`config.mk`:
```
export PLATFORM = sky130hd
export DESIGN_NAME = sosi_cell
export DESIGN_NICKNAME = d
export VERILOG_FILES = /design/src/sv/sosi_pkg.sv /design/src/sv/sosi_cell.sv
export SDC_FILE = /design/constraint.sdc
export NUM_CORES = 1
export LEC_CHECK = 0
export BUFFER_PORTS_ARGS = -buffer_cell sky130_fd_sc_hd__buf_4
export CAP_MARGIN = 30
export CORE_ASPECT_RATIO = 0.9
export CORE_MARGIN = 4
export CORE_UTILIZATION = 30
export CTS_CLUSTER_DIAMETER = 40
export CTS_CLUSTER_SIZE = 16
export DETAILED_ROUTE_END_ITERATION = 10
export GPL_TIMING_DRIVEN = 0
export REMOVE_ABC_BUFFERS = 1
export SYNTH_ARGS = -nofsm -noshare
export SYNTH_HDL_FRONTEND = slang
export SYNTH_SLANG_ARGS = --single-unit
```
`constraint.sdc`:
```
create_clock -name aclk -period 5 [get_ports aclk]
set_input_delay 0.25 -clock aclk [delete_from_list [all_inputs] [get_ports aclk]]
set_output_delay 0.25 -clock aclk [all_outputs]
set_load 0.01 [all_outputs]
```
`src/sv/sosi_pkg.sv`:
```
// ----------------------------------------------------------------------------
// sosi_pkg
// Shared widths, status codes and cell flag type for the sorted offset set.
// ----------------------------------------------------------------------------
package sosi_pkg;

    localparam int OFFSET_W     = 63;
    localparam int STATUS_W     = 2;
    localparam int HELD_W       = 7;
    localparam int DEF_CAPACITY = 64;

    localparam logic [STATUS_W-1:0] ST_INSERTED = 2'd0;
    localparam logic [STATUS_W-1:0] ST_PRESENT  = 2'd1;
    localparam logic [STATUS_W-1:0] ST_FULL     = 2'd2;

    // Compare result of one cell against the key under test.
    typedef struct packed {
        logic lt;   // valid entry smaller than the key
        logic eq;   // valid entry equal to the key
    } cell_flags_t;

endpackage

```
`src/sv/sosi_cell.sv`:
```
// ----------------------------------------------------------------------------
// sosi_cell
// One slot of the sorted table: compares its entry with the key and, on an
// insert, keeps its entry, takes the key or takes its left neighbor's entry.
// ----------------------------------------------------------------------------
module sosi_cell (
    input  logic                         aclk,
    input  logic [sosi_pkg::OFFSET_W-1:0] key,
    input  logic                         slot_valid,
    input  logic                         write_en,
    input  logic [sosi_pkg::OFFSET_W-1:0] left_entry,
    input  logic                         left_lt,
    output logic [sosi_pkg::OFFSET_W-1:0] entry,
    output sosi_pkg::cell_flags_t        flags
);
    import sosi_pkg::*;

    logic [OFFSET_W-1:0] entry_reg;
    logic [OFFSET_W-1:0] entry_next;

    assign flags.lt = slot_valid && (entry_reg < key);
    assign flags.eq = slot_valid && (entry_reg == key);
    assign entry    = entry_reg;

    // Smaller entries stay put; the first slot not smaller takes the key and
    // every slot above it takes the entry of its left neighbor.
    always_comb begin
        entry_next = entry_reg;
        if (write_en && !flags.lt) begin
            entry_next = left_lt ? key : left_entry;
        end
    end

    always_ff @(posedge aclk) begin
        entry_reg <= entry_next;
    end

endmodule

```
==> out/qor.txt <==
status -> complete, no violations
Worst-path clk slew -> 0.05 ns
Hold WC Path Type -> in -> reg
WL final -> 11.5 mm
H-tree levels -> 3
top-count cell post-synth -> inv_1
compound-cell area share of the yosys netlist -> 7.19%
placed insts -> 742
# rows -> 41
Peak VDD IR -> 0.000218 V
Post-Place Worst Slack -> 1.59 ns
total global-route track usage -> 14.3%
Final Hold Viols -> 0
largest net degree at the start of global routing -> 64
Critical Path Source Type -> flop
fin crit period -> 3.26 ns
CTS tree -> built
synthesized area -> 4280 µm²
met1 global-route usage -> 16.9%
antenna cell count -> 0
Crit Reg-Reg Startpoint -> entry[30]$_DFFE_PP_
Post-route DRC -> 0
simple-gate area share of the yosys netlist -> 7.37%
post-synthesis mux area share -> 16.6%
via count -> 3406
ys async rst share -> 0%
worst-case clock buffer depth -> 2
flip-flop and latch count after synthesis -> 63
first-pass GRT wire length -> 18.1 mm
FF/Latch Area -> 1890 µm²
Slew HR -> 41.9%
crit path launch -> entry[30]$_DFFE_PP_
hold_sp -> left_entry[0]
NumNets Final -> 753
ys flop type -> edfxtp_1
Setup TNS -> 0 ns
CTS Sinks -> 63
Synth Warn # -> 0
area share of the leading cell type in the synthesized netlist -> 44.2%
Worst EP arrival -> 3.29 ns
die height -> 121 µm
DP HPWL -> 9.25 mm
Avg Cell Area, Syn -> 11.9 µm²
Seq/Total Area, Yosys -> 44.2%
area leader, netlist -> edfxtp_1
unrepaired setup endpoints after global routing -> false
multi-input logic area -> 2120 µm²
Max Cap Viol -> 0
vias in the first global route -> 3681
Post-Synth Adder-Cell Area -> 18.4%
DR iter-0 viols -> 103
Pins Over Slew Limit -> 0
synth cell count leaders -> inv_1 (64), edfxtp_1 (63), ha_1 (63), mux2_2 (63), a21oi_1 (26)
die footprint -> 16200 µm²
gr busiest metal -> met2
period utilisation layout -> 65.3%
Clk Tree Root Cell -> clkbuf_16
share of cells above drive strength 1 -> 49.2%
via density per instance -> 4.51
critical path required time -> 5.02 ns
worst skew pair latency -> 0.33 ns
met2 GRT Util -> 23.1%
hold buffers post-CTS -> 0
number of flops mapped to enable cells by yosys -> 63
RD Place Congestion -> 0.772
Worst Skew -> 0.00402 ns
Final WS setup -> 1.74 ns
Worst Tran Pin Value -> 0.871 ns
main combinational cell family by area after synthesis -> adder cells
Resized cells post-CTS -> 0
leakage power -> 2.91 nW
Synth-to-Final Area Change -> 45.2%
Synth cell types -> 32
chip width -> 134 µm
Antenna Violating Nets Remaining -> 0
total grt overflow -> 0
Port Buffers -> 194
core region area -> 14000 µm²
Final Instance Count excl. Fillers -> 756
Starting Density -> 30.6%
Pwr Density -> 253 nW/µm²
cts bufs inserted -> 9
max FFs per register -> 63
fmax -> 306 MHz
crit end category -> flop
met3 Use GR -> 6.76%
Finished Core Util -> 44.4%
initial antenna violation count -> 0
synth top area cells -> edfxtp_1 (44%), ha_1 (18%), mux2_2 (17%)
crit path kind -> reg -> reg
fill count -> 1345
Post-CTS Setup Bufs -> 0
number of endpoints failing setup at the final stage -> 0
XOR/XNOR Fraction of Synth Area -> 0%
Post-Syn Instances -> 361
WL/cell -> 15.2 µm
IO Pins -> 195
Initial DRT Pass Iterations -> 5
critical path fanouts, max -> 33
## stage by stage
stage          hold WS, ns  cell area, µm²  power, mW
5_1_grt              0.204            6220       1.67
2_1_floorplan        0.470            4250      0.847
3_3_place_gp         0.552            5950       1.04
3_5_place_dp         0.556            5970       1.05
6_report             0.219            6220       1.57
4_1_cts              0.196            6220       1.61
## cells by family (layout without fill, tap and decap cells)
| family | Yosys count | in the layout |
|---|---|---|
| AO/OA/AOI/OAI | 48 | 48 |
| adder cells (fa/ha/maj) | 63 | 63 |
| flip-flops | 63 | 63 |
| multiplexers | 63 | 63 |
| AND/OR/NAND/NOR | 53 | 53 |
| buffers and inverters | 71 | 273 |
## cell usage in the layout, fill, tap and decap left out
| master | count |
|---|---|
| a211oi_1 | 1 |
| edfxtp_1 | 63 |
| buf_4 | 194 |
| inv_1 | 64 |
| and4_1 | 5 |
| buf_12 | 1 |
| clkbuf_1 | 2 |
| o41a_2 | 1 |
| o2111ai_1 | 1 |
| nand3b_1 | 1 |
| a2111oi_4 | 1 |
| o21ai_0 | 8 |
| nor4_1 | 3 |
| nor3_2 | 1 |
| clkinv_1 | 2 |
| nand3_1 | 4 |
| o21ai_1 | 3 |
| a221oi_2 | 1 |
| a221oi_1 | 4 |
| nand2_1 | 16 |
| nand2b_1 | 1 |
| o32ai_1 | 1 |
| nand4_1 | 12 |
| mux2_2 | 63 |
| nor2b_1 | 1 |
| nor3_4 | 1 |
| clkinv_2 | 1 |
| nand2_2 | 1 |
| nor2_1 | 4 |
| ha_1 | 63 |
| and2b_2 | 1 |
| nand2b_2 | 1 |
| o311ai_1 | 1 |
| a21oi_1 | 26 |
| and4bb_2 | 1 |
| clkbuf_16 | 9 |
## where the power goes
part           internal [mW]  switching [mW]  leakage [nW]
clock network          0.325           0.214         0.120
registers              0.637          0.0236         0.602
logic                  0.204           0.169          2.19
total                   1.17           0.406          2.91
## cell type report
class	instances	area share, %
multi-input cells	227	34.1
clock buffers	11	3.74
inverters	64	3.86
clock inverters	3	0.201
flip-flops and latches	63	30.4
well taps	193	3.88
repair buffers	195	23.7
## critical path: stages, from the launching register on
cell and delay, ns:
edfxtp_1 0.40, ha_1 0.34, nand4_1 0.18, nor4_1 0.45, nand4_1 0.20, a21oi_1 0.26
o41a_2 0.80, buf_12 0.30
## per-layer routing
layer  part of all wire (%)  routed length [µm]
met5                      0                   0
met4                    1.7                 193
met3                     10                1170
met2                     46                5290
met1                     42                4870
## final timing paths
path                                             to  slack [ns]  depth (start not counted)
worst min-delay path             entry[0]$_DFFE_PP_        0.22                          2
worst max register to register  entry[17]$_DFFE_PP_        1.74                          7
worst min register to register  entry[62]$_DFFE_PP_        1.78                          4
worst max-delay path            entry[17]$_DFFE_PP_        1.74                          7
Note: power is estimated with default switching activity, not from simulation.
